<file path="config.mk">
export PLATFORM = sky130hd
export DESIGN_NAME = stereo_predictor_quantizer_flat
export DESIGN_NICKNAME = d
export VERILOG_FILES = /design/src/rtl/spq_pkg.sv /design/src/rtl/spq_in_if.sv /design/src/rtl/spq_out_if.sv /design/src/rtl/stereo_predictor_quantizer.sv /design/src/flat_wrapper.sv
export SDC_FILE = /design/constraint.sdc
export NUM_CORES = 1
export LEC_CHECK = 0
export ABC_AREA = 1
export BUFFER_PORTS_ARGS = -buffer_cell sky130_fd_sc_hd__buf_4
export CAP_MARGIN = 5
export CORE_MARGIN = 2
export CORE_UTILIZATION = 60
export CTS_CLUSTER_DIAMETER = 200
export DETAILED_ROUTE_END_ITERATION = 16
export GPL_TIMING_DRIVEN = 0
export PLACE_DENSITY = 0.74
export SYNTH_ARGS = -nofsm -noshare
export SYNTH_HDL_FRONTEND = slang
export SYNTH_SLANG_ARGS = --single-unit
</file>
<file path="constraint.sdc">
create_clock -name clk_i -period 13.8 [get_ports clk_i]
set_clock_uncertainty 0.2 [all_clocks]
set_input_delay 2.76 -clock clk_i [delete_from_list [all_inputs] [get_ports clk_i]]
set_output_delay 2.76 -clock clk_i [all_outputs]
set_load 0.01 [all_outputs]
</file>
<file path="src/rtl/spq_pkg.sv">
package spq_pkg;

  // Table geometry.
  localparam int TableEntries = 16;
  localparam int AddrW        = $clog2(TableEntries);
  localparam int SubSteps     = 5;

  // 0.5 / 5 in Q16, used to split one table interval into sub-steps.
  localparam logic signed [13:0] HalfOverSubQ16 = 14'sd6554;

  // Request codes.
  localparam logic ReqLoad  = 1'b0;
  localparam logic ReqQuant = 1'b1;

  typedef struct packed {
    logic                    req_type;
    logic [3:0]              table_slot;
    logic signed [15:0]      table_level;
    logic signed [15:0]      pred_first;
    logic signed [15:0]      pred_second;
  } in_item_t;

  typedef struct packed {
    logic signed [16:0]      quant_difference;
    logic signed [15:0]      quant_second;
    logic [4:0]              joint_index;
    logic [1:0]              remainder_first;
    logic [2:0]              substep_first;
    logic [1:0]              remainder_second;
    logic [2:0]              substep_second;
  } out_item_t;

  // Saturate a candidate level to the 16-bit signed range.
  function automatic logic signed [15:0] sat16(input logic signed [17:0] v);
    logic signed [15:0] r;
    if (v > 18'sd32767) begin
      r = 16'sh7fff;
    end else if (v < -18'sd32768) begin
      r = 16'sh8000;
    end else begin
      r = v[15:0];
    end
    return r;
  endfunction

endpackage

</file>
<file path="src/rtl/spq_in_if.sv">
interface spq_in_if;
  logic               valid;
  logic               ready;
  spq_pkg::in_item_t  data;

  modport source(output valid, output data, input ready);
  modport sink(input valid, input data, output ready);
endinterface

</file>
<file path="src/rtl/spq_out_if.sv">
interface spq_out_if;
  logic               valid;
  logic               ready;
  spq_pkg::out_item_t data;

  modport source(output valid, output data, input ready);
  modport sink(input valid, input data, output ready);
endinterface

</file>
<file path="src/rtl/stereo_predictor_quantizer.sv">
// Stereo predictor quantizer.
// Input channel in_i carries two kinds of transaction. A load transaction
// (req_type = 0) writes table_level into entry table_slot of the level table;
// it produces no result and completes in the cycle it is accepted. A quantize
// transaction (req_type = 1) searches the table for both predictors and
// produces exactly one result transaction on out_o.
// The level table sits in a synchronous memory with a registered read port.
// Each predictor is searched one candidate level per cycle: entering an
// interval first takes the step multiply, then the first level, after which
// each sub-level is compared in turn, and the search ends early when the
// error stops decreasing. Both predictors are searched in turn, sharing
// the memory read port and the single compare unit. Input is accepted
// only while no search is running.
// After reset the block is idle and ready; the table contents are undefined
// until loaded. A finished result waits in the output register until taken,
// while a new transaction can already be accepted. If a second result is
// ready while the first still waits, the search holds until the output
// register frees up.
module stereo_predictor_quantizer (
  input  logic            clk_i,
  input  logic            rst_ni,
  spq_in_if.sink          in_i,
  spq_out_if.source       out_o
);

  localparam logic [spq_pkg::AddrW-1:0] LastInterval =
    spq_pkg::AddrW'(spq_pkg::TableEntries - 2);
  localparam logic [2:0] SubLast = 3'(spq_pkg::SubSteps - 1);

  typedef enum logic [2:0] {
    ST_IDLE,
    ST_RD0,
    ST_RD1,
    ST_LVL,
    ST_SEARCH,
    ST_FIN
  } state_e;

  // Level table memory.
  logic signed [15:0]           mem [spq_pkg::TableEntries];
  logic                         mem_we;
  logic [spq_pkg::AddrW-1:0]    mem_raddr;
  logic signed [15:0]           rdata_q;

  state_e                       state_q, state_d;
  logic                         sel_q, sel_d;
  logic signed [15:0]           pfirst_q, pfirst_d;
  logic signed [15:0]           psecond_q, psecond_d;
  logic signed [15:0]           low_q, low_d;
  logic signed [13:0]           step_q, step_d;
  logic signed [17:0]           lvl_q, lvl_d;
  logic [spq_pkg::AddrW-1:0]    ival_q, ival_d;
  logic [2:0]                   coarse_q, coarse_d;
  logic [1:0]                   rem_q, rem_d;
  logic [2:0]                   sub_q, sub_d;
  logic                         best_vld_q, best_vld_d;
  logic [18:0]                  best_err_q, best_err_d;
  logic signed [17:0]           best_lvl_q, best_lvl_d;
  logic [2:0]                   best_coarse_q, best_coarse_d;
  logic [1:0]                   best_rem_q, best_rem_d;
  logic [2:0]                   best_sub_q, best_sub_d;
  logic signed [15:0]           q0_q, q0_d;
  logic [2:0]                   k0_q, k0_d;
  logic [1:0]                   r0_q, r0_d;
  logic [2:0]                   j0_q, j0_d;
  logic                         out_valid_q, out_valid_d;
  spq_pkg::out_item_t           out_q, out_d;

  logic                         in_acc;
  logic signed [16:0]           diff;
  logic signed [30:0]           prod;
  logic signed [15:0]           pred_cur;
  logic signed [18:0]           err;
  logic [18:0]                  err_abs;
  logic                         better;
  logic signed [15:0]           q1;
  logic signed [30:0]           HalfOverSubQ16Ext;

  assign in_i.ready = (state_q == ST_IDLE);
  assign in_acc     = in_i.valid && in_i.ready;
  assign mem_we     = in_acc && (in_i.data.req_type == spq_pkg::ReqLoad) &&
                      (int'(in_i.data.table_slot) < spq_pkg::TableEntries);

  assign out_o.valid = out_valid_q;
  assign out_o.data  = out_q;

  // Writes happen only while idle; the read port reads in every cycle, from
  // entry 0 while idle, so a write to entry 0 can meet a read of it.
  always_ff @(posedge clk_i) begin
    if (mem_we) begin
      mem[in_i.data.table_slot[spq_pkg::AddrW-1:0]] <= in_i.data.table_level;
    end
    rdata_q <= mem[mem_raddr];
  end

  assign HalfOverSubQ16Ext = 31'(spq_pkg::HalfOverSubQ16);

  // Datapath of the search: step multiply, error and compare.
  assign diff     = {rdata_q[15], rdata_q} - {low_q[15], low_q};
  assign prod     = diff * HalfOverSubQ16Ext;
  assign pred_cur = sel_q ? psecond_q : pfirst_q;
  assign err      = {{3{pred_cur[15]}}, pred_cur} - {lvl_q[17], lvl_q};
  assign err_abs  = err[18] ? 19'(-err) : 19'(err);
  assign better   = !best_vld_q || (err_abs < best_err_q);
  assign q1       = spq_pkg::sat16(best_lvl_q);

  always_comb begin
    state_d       = state_q;
    sel_d         = sel_q;
    pfirst_d      = pfirst_q;
    psecond_d     = psecond_q;
    low_d         = low_q;
    step_d        = step_q;
    lvl_d         = lvl_q;
    ival_d        = ival_q;
    coarse_d      = coarse_q;
    rem_d         = rem_q;
    sub_d         = sub_q;
    best_vld_d    = best_vld_q;
    best_err_d    = best_err_q;
    best_lvl_d    = best_lvl_q;
    best_coarse_d = best_coarse_q;
    best_rem_d    = best_rem_q;
    best_sub_d    = best_sub_q;
    q0_d          = q0_q;
    k0_d          = k0_q;
    r0_d          = r0_q;
    j0_d          = j0_q;
    out_valid_d   = out_valid_q;
    out_d         = out_q;
    mem_raddr     = '0;

    if (out_valid_q && out_o.ready) begin
      out_valid_d = 1'b0;
    end

    case (state_q)
      ST_IDLE: begin
        if (in_acc && (in_i.data.req_type == spq_pkg::ReqQuant)) begin
          pfirst_d  = in_i.data.pred_first;
          psecond_d = in_i.data.pred_second;
          sel_d     = 1'b0;
          state_d   = ST_RD0;
        end
      end
      ST_RD0: begin
        // Entry 0 arrives; fetch entry 1 and clear the search state.
        low_d      = rdata_q;
        mem_raddr  = spq_pkg::AddrW'(1);
        ival_d     = '0;
        coarse_d   = '0;
        rem_d      = '0;
        best_vld_d = 1'b0;
        state_d    = ST_RD1;
      end
      ST_RD1: begin
        // The read data register keeps the upper entry of the interval.
        mem_raddr = ival_q + spq_pkg::AddrW'(1);
        step_d    = prod[29:16];
        sub_d     = '0;
        state_d   = ST_LVL;
      end
      ST_LVL: begin
        mem_raddr = ival_q + spq_pkg::AddrW'(1);
        lvl_d     = {{2{low_q[15]}}, low_q} + {{4{step_q[13]}}, step_q};
        state_d   = ST_SEARCH;
      end
      ST_SEARCH: begin
        mem_raddr = ival_q + spq_pkg::AddrW'(1);
        if (better) begin
          best_vld_d    = 1'b1;
          best_err_d    = err_abs;
          best_lvl_d    = lvl_q;
          best_coarse_d = coarse_q;
          best_rem_d    = rem_q;
          best_sub_d    = sub_q;
          if (sub_q == SubLast) begin
            if (ival_q == LastInterval) begin
              state_d = ST_FIN;
            end else begin
              // Upper entry of this interval is the lower one of the next.
              low_d     = rdata_q;
              mem_raddr = ival_q + spq_pkg::AddrW'(2);
              ival_d    = ival_q + spq_pkg::AddrW'(1);
              if (rem_q == 2'd2) begin
                rem_d    = '0;
                coarse_d = coarse_q + 3'd1;
              end else begin
                rem_d = rem_q + 2'd1;
              end
              state_d = ST_RD1;
            end
          end else begin
            sub_d = sub_q + 3'd1;
            lvl_d = lvl_q + {{3{step_q[13]}}, step_q, 1'b0};
          end
        end else begin
          state_d = ST_FIN;
        end
      end
      ST_FIN: begin
        if (!sel_q) begin
          q0_d    = spq_pkg::sat16(best_lvl_q);
          k0_d    = best_coarse_q;
          r0_d    = best_rem_q;
          j0_d    = best_sub_q;
          sel_d   = 1'b1;
          state_d = ST_RD0;
        end else if (!out_valid_q || out_o.ready) begin
          out_d.quant_difference = {q0_q[15], q0_q} - {q1[15], q1};
          out_d.quant_second     = q1;
          out_d.joint_index      = 5'({k0_q, 2'b00}) + 5'(k0_q) + 5'(best_coarse_q);
          out_d.remainder_first  = r0_q;
          out_d.substep_first    = j0_q;
          out_d.remainder_second = best_rem_q;
          out_d.substep_second   = best_sub_q;
          out_valid_d            = 1'b1;
          state_d                = ST_IDLE;
        end
      end
      default: begin
        state_d = ST_IDLE;
      end
    endcase
  end

  always_ff @(posedge clk_i or negedge rst_ni) begin
    if (!rst_ni) begin
      state_q     <= ST_IDLE;
      sel_q       <= 1'b0;
      best_vld_q  <= 1'b0;
      out_valid_q <= 1'b0;
    end else begin
      state_q     <= state_d;
      sel_q       <= sel_d;
      best_vld_q  <= best_vld_d;
      out_valid_q <= out_valid_d;
    end
  end

  always_ff @(posedge clk_i) begin
    pfirst_q      <= pfirst_d;
    psecond_q     <= psecond_d;
    low_q         <= low_d;
    step_q        <= step_d;
    lvl_q         <= lvl_d;
    ival_q        <= ival_d;
    coarse_q      <= coarse_d;
    rem_q         <= rem_d;
    sub_q         <= sub_d;
    best_err_q    <= best_err_d;
    best_lvl_q    <= best_lvl_d;
    best_coarse_q <= best_coarse_d;
    best_rem_q    <= best_rem_d;
    best_sub_q    <= best_sub_d;
    q0_q          <= q0_d;
    k0_q          <= k0_d;
    r0_q          <= r0_d;
    j0_q          <= j0_d;
    out_q         <= out_d;
  end

endmodule
</file>
<file path="src/flat_wrapper.sv">
// flat-port wrapper written by rule: the top's interface ports become plain ports
module stereo_predictor_quantizer_flat 
  (clk_i, rst_ni, in_i_valid, in_i_data, in_i_ready, out_o_valid, out_o_data, out_o_ready);
  spq_in_if in_i_i ();
  spq_out_if out_o_i ();
  input  logic clk_i;
  input  logic rst_ni;
  input wire logic [$bits(in_i_i.valid)-1:0] in_i_valid;
  input wire logic [$bits(in_i_i.data)-1:0] in_i_data;
  output wire logic [$bits(in_i_i.ready)-1:0] in_i_ready;
  output wire logic [$bits(out_o_i.valid)-1:0] out_o_valid;
  output wire logic [$bits(out_o_i.data)-1:0] out_o_data;
  input wire logic [$bits(out_o_i.ready)-1:0] out_o_ready;
  assign in_i_i.valid = in_i_valid;
  assign in_i_i.data = in_i_data;
  assign in_i_ready = in_i_i.ready;
  assign out_o_valid = out_o_i.valid;
  assign out_o_data = out_o_i.data;
  assign out_o_i.ready = out_o_ready;
  stereo_predictor_quantizer u_core (.clk_i(clk_i), .rst_ni(rst_ni), .in_i(in_i_i), .out_o(out_o_i));
endmodule
</file>
==> reports/qor.yml, run 1 <==
status: "finished, final reports clean"
synth_area_sq_um: 28020
period_needed_ps: 7134
maxCapViolCount: 0
cts_sinks: 487
min_period_over_period: 0.5169
die_h_um: 220.1
num-nets-final: 3303
place_hpwl_um: 50270
grt_pass1_vias: 19744
drt_pre_antenna_iters: 6
drcViolationCount: 0
rsz0062_at_grt: "false"
max_slew_margin: 0.2937
cts_resized: 0
clock_latency_ps: 620
min_path_type: "flop to flop"
io_buffers: 106
drt_wl_total_um: 67070
finalWeightedCongestion: 0.9356
areaGrowthSynthToFinish_pct: 12.10
worstSetupPathType: "flop to flop"
synth-seq-area-share: 0.5152
fp.dieArea_sq_um: 48440
hold_buffers: 0
numCtsBuffers: 50
cts_tree: "done"
crit_fanout: 5
syn_inst: 2819
drt-initial-drc-count: 1804
start_util: 0.6043
htree_num_levels: 2
hold_viol: 0
die_w_um: 220.1
slowest_stage: "xor2_1"
ant_nets: 0
required_ps: 13910
setup_viol: 0
routedWlPerCell_um: 18.46
clockBufferDepth: 3
fp-row-count: 79
worst_ep_arrival_time_ps: 7240
endpoint_kind: "flop"
grt-ovfl-total: 0
antenna_found_initial: 0
cts_root_buf: "clkbuf_16"
grt_max_degree: 40
ios: 107
yosysWarnings: 0
cts_setup_buffers: 0
yosysUniqueCellTypes: 52
cpPeakStageDelay_ps: 710
syn_nets: 3137
coreArea_sq_um: 46360
slew_violations: 0
max_freq_mhz: 140.2
totalNegativeSetupSlack_ps: 0
clk_pin_slew_worst_paths_ps: 60
grt_pass1_wl_um: 104900
track_usage: 0.2829
worstMarginPinSlew_ps: 1058
startpoint_type: "flop"
drive_gt1_frac: 0.1001
dr_total_vias: 20341
viasPerCell: 5.597
n_antenna_cell: 0
avgSynthCellArea_sq_um: 9.938
synth_seq_cells: 487
## area by class of cell
type                    instances  area, sq um
plain buffers                  73        436.7
clock buffers                  59         1328
clock inverters                35        341.6
fillers                      3527        14950
inverters                     528         1984
multi-input cells            1731        11210
flip-flops and latches        487        14430
well taps                     607        759.5
repair buffers                114        907.1
## layout by cell type (no fill, tap or decap), types with 15 or more instances in the layout
| master | Yosys | layout |
|---|---|---|
| o21ai_0 | 95 | 95 |
| buf_2 | 31 | 31 |
| edfxtp_1 | 465 | 465 |
| nand3_1 | 356 | 356 |
| ha_1 | 188 | 188 |
| xnor2_1 | 29 | 29 |
| inv_1 | 520 | 519 |
| nand2_1 | 479 | 479 |
| dfxtp_1 | 16 | 16 |
| xor2_1 | 59 | 59 |
| buf_6 | 14 | 15 |
| buf_4 | 5 | 114 |
| nor2_1 | 139 | 123 |
| nand3b_1 | 54 | 54 |
| nor3_1 | 17 | 17 |
| nand4_1 | 16 | 16 |
| clkbuf_1 | 22 | 29 |
| a21oi_1 | 133 | 132 |
| clkbuf_16 | 0 | 52 |
| nor2_2 | 3 | 17 |
| fa_1 | 73 | 73 |
## worst max-delay path: cells and delay by family (launching register included)
kind / cells / cell delay (ps)
simple gates: 6 / 940
xor+xnor: 2 / 820
buf+inv: 4 / 280
fa+ha+maj: 8 / 3120
flops: 1 / 470
compound gates: 5 / 1040
## routing by layer
metal	global-route usage	vias up	part of all wire
met5	0	-	0
met4	0.08121	0	0.023
met3	0.03920	112	0.077
met2	0.4634	790	0.47
met1	0.3960	9709	0.43
li1	-	9730	-
## through the flow
| stage | hold WS (ps) | cells | utilization | instance area (sq um) | setup WS [ps] |
|---|---|---|---|---|---|
| 2_1_floorplan | 200.3 | 2819 | - | 28020 | 7592 |
| 3_3_place_gp | 202.7 | 3532 | 0.6379 | 29570 | 5511 |
| 3_5_place_dp | 206.2 | 3539 | 0.6409 | 29710 | 6710 |
| 4_1_cts | 220.7 | 3633 | 0.6769 | 31380 | 6682 |
| 5_1_grt | 236.2 | 3634 | 0.6774 | 31410 | 6049 |
| 6_report | 218.3 | 3634 | 0.6774 | 31410 | 6666 |
## final timing paths
path / startpoint / end / slack, ps / cells after the start
max reg2reg: u_core.low_q[0] / u_core.step_q[12] / 6670 / 25
max in group asynchronous: rst_ni / u_core.state_q[2] / 11480 / 1
min reg2reg: u_core.j0_q[2] / u_core.out_o.data[7] / 220 / 0
min: u_core.j0_q[2] / u_core.out_o.data[7] / 220 / 0
max: u_core.low_q[0] / u_core.step_q[12] / 6670 / 25
min in group asynchronous: rst_ni / u_core.state_q[1] / 1760 / 1
## cell families (layout without fill, tap and decap cells)
| logic type | Yosys count | after routing | synth area share |
|---|---|---|---|
| AO/OA/AOI/OAI | 287 | 287 | 0.05605 |
| XOR/XNOR | 93 | 93 | 0.03041 |
| adder cells (fa/ha/maj) | 261 | 261 | 0.1361 |
| buffers and inverters | 601 | 809 | 0.08642 |
| flip-flops | 487 | 487 | 0.5152 |
| multiplexers | 1 | 1 | 0.0003573 |
| AND/OR/NAND/NOR | 1089 | 1089 | 0.1754 |
## cell usage after synthesis (all sizes together)
cell / count / share of area
mux2i: 1 / 0.00036
xnor2: 34 / 0.012
nor4: 3 / 0.00067
ha: 188 / 0.084
nand4: 16 / 0.0036
o21a: 3 / 0.00080
nand3b: 54 / 0.014
nand2: 489 / 0.067
dfrtp: 6 / 0.0054
inv: 527 / 0.071
o311ai: 1 / 0.00031
o211ai: 3 / 0.00080
dfxtp: 16 / 0.011
and2: 2 / 0.00045
o21bai: 4 / 0.0011
a211oi: 2 / 0.00054
nor2: 143 / 0.020
nand3: 360 / 0.065
o22ai: 4 / 0.0011
o21ai: 108 / 0.020
xor2: 59 / 0.018
o31ai: 6 / 0.0016
a21boi: 8 / 0.0021
fa: 73 / 0.052
a21oi: 133 / 0.024
a21o: 8 / 0.0021
buf: 51 / 0.013
edfxtp: 465 / 0.50
a211o: 1 / 0.00031
clkinv: 1 / 0.00013
or2: 3 / 0.00067
clkbuf: 22 / 0.0029
a221oi: 2 / 0.00063
nor3: 19 / 0.0038
a31oi: 3 / 0.00067
a31o: 1 / 0.00031
## registers in the layout, summed over array words and instances, names as in the netlist, 18 cells and up
register and flops:
u_core.mem 256, u_core.out_o.data 48, u_core.best_lvl_q 18, u_core.best_err_q 19
u_core.lvl_q 18
Power of run 1 is not shown: default switching activity piles up to over one toggle a cycle in this logic, so the estimate is an artifact.
==> inputs of run 2 (changes only) <==
--- a/config.mk
+++ b/config.mk
@@ -5,15 +5,15 @@
 export SDC_FILE = /design/constraint.sdc
 export NUM_CORES = 1
 export LEC_CHECK = 0
-export ABC_AREA = 1
+export ABC_AREA = 0
 export BUFFER_PORTS_ARGS = -buffer_cell sky130_fd_sc_hd__buf_4
 export CAP_MARGIN = 5
 export CORE_MARGIN = 2
-export CORE_UTILIZATION = 60
+export CORE_UTILIZATION = 57
 export CTS_CLUSTER_DIAMETER = 200
 export DETAILED_ROUTE_END_ITERATION = 16
 export GPL_TIMING_DRIVEN = 0
-export PLACE_DENSITY = 0.74
+export PLACE_DENSITY = 0.73
 export SYNTH_ARGS = -nofsm -noshare
 export SYNTH_HDL_FRONTEND = slang
 export SYNTH_SLANG_ARGS = --single-unit
==> constraint.sdc (replaced) <==
create_clock -name clk_i -period 6 [get_ports clk_i]
set_clock_uncertainty 0.2 [all_clocks]
set_input_delay 1.2 -clock clk_i [delete_from_list [all_inputs] [get_ports clk_i]]
set_output_delay 1.2 -clock clk_i [all_outputs]
set_load 0.01 [all_outputs]
==> reports/qor.yml, run 2 <==
critPathLaunch: "u_core.low_q[0]"
synth_seq_cells: 487  # unchanged
min_path_type: "input pin to asynchronous set/reset pin"
slowest_stage: "fa_1"
clock_latency_ps: 620  # about the same
synth_commonest_cells: "465 x edfxtp_1, 215 x inv_1, 188 x ha_1, 159 x nand2_1, 136 x nor2_1"
max_slew_margin: 0.1506  # -0.1431
htree_num_levels: 2  # unchanged
die_h_um: 218.9  # -0.56%
yosysTopAreaCell: "edfxtp_1"
num-nets-final: 2724  # -18%
synth_area_sq_um: 26310  # -6.1%
startpoint_type: "flop"
use_met3: 0.03909  # -0.0001142
io_buffers: 106  # unchanged
fp.dieArea_sq_um: 47900  # -1.1%
cts_tree: "done"
maxCapViolCount: 0  # unchanged
grt-busiest-layer: "met2"
n_antenna_cell: 0  # unchanged
fp-row-count: 78  # -1.3%
drt-initial-drc-count: 1934  # +7.2%
crit_buf_inv: 3  # -1
yosysTopAreaCellShare: 0.5307  # +0.03226
slew_violations: 0  # unchanged
grt_max_degree: 37  # -7.5%
required_ps: 6120  # -7790 ps
ant_nets: 0  # unchanged
status: "finished, violations left"
rr_endpoint: "u_core.step_q[13]"
endpoint_kind: "flop"
drcViolationCount: 0  # unchanged
antenna_found_initial: 0  # unchanged
synth-seq-area-share: 0.5485  # +0.03334
hold_viol: 0  # unchanged
drt_wl_total_um: 67950  # +1.3%
final_common_cell: "edfxtp_1"
max_freq_mhz: 143.0  # +2.0%
path_common_cell: "a21o_1"
place_hpwl_um: 42680  # -15%
worst_ep_arrival_time_ps: 7120  # -120 ps
period_needed_ps: 6993  # -140.9 ps
numCtsBuffers: 49  # -2.0%
worstSetupPathType: "flop to flop"
critPathTopFamily: "adder cells"
yosysWarnings: 0  # unchanged
hold_buffers: 0  # unchanged
dp_slack_ps: -1454  # -8164 ps
drive_gt1_frac: 0.2610  # +0.1609
ys_top_cells_by_area: "edfxtp_1 53%, ha_1 8.9%, fa_1 5.6%"
grt_pass1_vias: 18161  # -8.0%
rsz0062_at_grt: "true"
finalWeightedCongestion: 0.8890  # -5.0%
cts_sinks: 487  # unchanged
track_usage: 0.2717  # -0.01118
yosysUniqueCellTypes: 93  # +79%
start_util: 0.5786  # -0.02576
synth_edf_count: 465  # unchanged
yosysMostFrequentCell: "edfxtp_1"
crit_fanout: 3  # -2
areaGrowthSynthToFinish_pct: 26.14
largest_reg_flops: 256  # unchanged
grt_pass1_wl_um: 100100  # -4.6%
clockBufferDepth: 3  # unchanged
synthArstFlopShare: 0.01232  # unchanged
die_w_um: 218.9  # -0.56%
reg2reg_slack_ps: -990  # -7660 ps
drt_pre_antenna_iters: 5  # -1
synth_flop_cell: "edfxtp_1"
coreArea_sq_um: 45480  # -1.9%
cts_root_buf: "clkbuf_16"
r2r_cells: 27  # +8.0%
syn_inst: 2091  # -26%
syn_nets: 2409  # -23%
viasPerCell: 5.987  # +7.0%
dr_total_vias: 18224  # -10%
min_period_over_period: 1.165  # +0.6485
grt-ovfl-total: 0  # unchanged
cpPeakStageDelay_ps: 520  # -190 ps
grt_util_met2: 0.4689  # +0.005465
ios: 107  # unchanged
worstMarginPinSlew_ps: 1269  # +211.1 ps
cp.depth: 27  # +8.0%
avgSynthCellArea_sq_um: 12.58  # +27%
r2r-start: "u_core.low_q[0]"
met1_usage: 0.3464  # -0.04962
crit_path_end: "u_core.step_q[13]"
routedWlPerCell_um: 22.32  # +21%
clk_pin_slew_worst_paths_ps: 70  # about the same
fin_ws_ps: -992.8  # -7659 ps
violations: "negative setup slack"
setup_viol: 69  # +69
final_cell_mix: "465 x edfxtp_1, 211 x inv_1, 196 x buf_4"
-- run 2: cell types whose count changed in the layout (fill, tap and decap cells not counted), moves of 28 or more --
cell,before,now
and2_1,2,35
nand2_1,479,152
nand3_1,356,41
mux2i_1,1,56
inv_1,519,211
nand3b_1,54,5
o21ai_0,95,45
a21oi_1,132,71
xor2_1,59,27
buf_4,114,196
buf_12,1,29
buf_2,31,0
-- run 2: logic make-up (layout without fill, tap and decap cells) --
group           count (synthesis)  after routing  synth area share
mux                           101            101           0.03990
simple gates                  518            518           0.09776
xor+xnor                       98             98           0.03291
fa+ha+maj                     261            261            0.1449
compound gates                351            352           0.09406
flops                         487            487            0.5485
buf+inv                       275            627           0.04189
-- run 2: worst min-delay path by stage --
stage,startpoint,cells past startpoint,slack [ps],to
floorplan,u_core.j0_q[0],0,200,u_core.out_o.data[5]
global placement,u_core.j0_q[2],0,210,u_core.out_o.data[7]
detailed placement,u_core.j0_q[2],0,210,u_core.out_o.data[7]
CTS,rst_ni,1,200,u_core.state_q[1]
global route,rst_ni,1,200,u_core.out_o.valid
finish,rst_ni,1,210,u_core.state_q[0]
-- run 2: through the flow --
step / cell area [sq um] / utilization / instances / hold slack [ps] / setup TNS, ps
3_3_place_gp: 28160 / 0.6191 / 2797 / 208.9 / -109090
6_report: 33190 / 0.7298 / 3044 / 214.9 / -22800
5_1_grt: 33190 / 0.7298 / 3044 / 197.2 / -46560
4_1_cts: 32140 / 0.7068 / 2994 / 197.2 / -17510
2_1_floorplan: 26610 / - / 2091 / 200.3 / -1384
3_5_place_dp: 28450 / 0.6256 / 2815 / 205.4 / -110720
-- run 2: cell type report --
| type | instances | area, sq um |
|---|---|---|
| plain buffers | 54 | 626.9 |
| clock buffers | 69 | 1311 |
| clock inverters | 20 | 166.4 |
| fillers | 2776 | 12290 |
| inverters | 217 | 829.5 |
| multi-input cells | 1330 | 12460 |
| flip-flops and latches | 487 | 14430 |
| well taps | 600 | 750.7 |
| repair buffers | 262 | 2575 |
| repair inverters | 5 | 37.54 |
-- run 2: timing repair --
| action | CTS | global route |
|---|---|---|
| cloned | 12 | 8 |
| setup buffers | 80 | 52 |
| endpoints found under the setup margin | 123 | 123 |
| pin swaps | 64 | 80 |
| gates resized for setup | 285 | 122 |
-- run 2: worst reg2reg max path, stage by stage, from the launching register on --
cell,delay [ps]
edfxtp_1,410
ha_4,150
inv_1,50
fa_2,400
a211oi_4,300
o21ai_2,110
a41oi_2,280
nor2b_4,260
xnor2_4,180
ha_4,260
fa_1,450
ha_1,300
inv_1,50
fa_1,480
inv_1,50
fa_1,520
ha_4,210
a21o_1,150
a21o_1,170
a21o_1,190
a21o_1,200
a221oi_4,390
o21ai_2,140
a41o_1,210
o211a_1,240
a21oi_2,140
xnor2_1,150
xnor2_1,100
-- run 2: layer usage --
| metal | part of all wire | up-vias |
|---|---|---|
| li1 | - | 8272 |
| met1 | 0.39 | 8983 |
| met2 | 0.49 | 777 |
| met3 | 0.063 | 192 |
| met4 | 0.048 | 0 |
| met5 | 0 | - |
Power of run 2 is left out for the same reason.
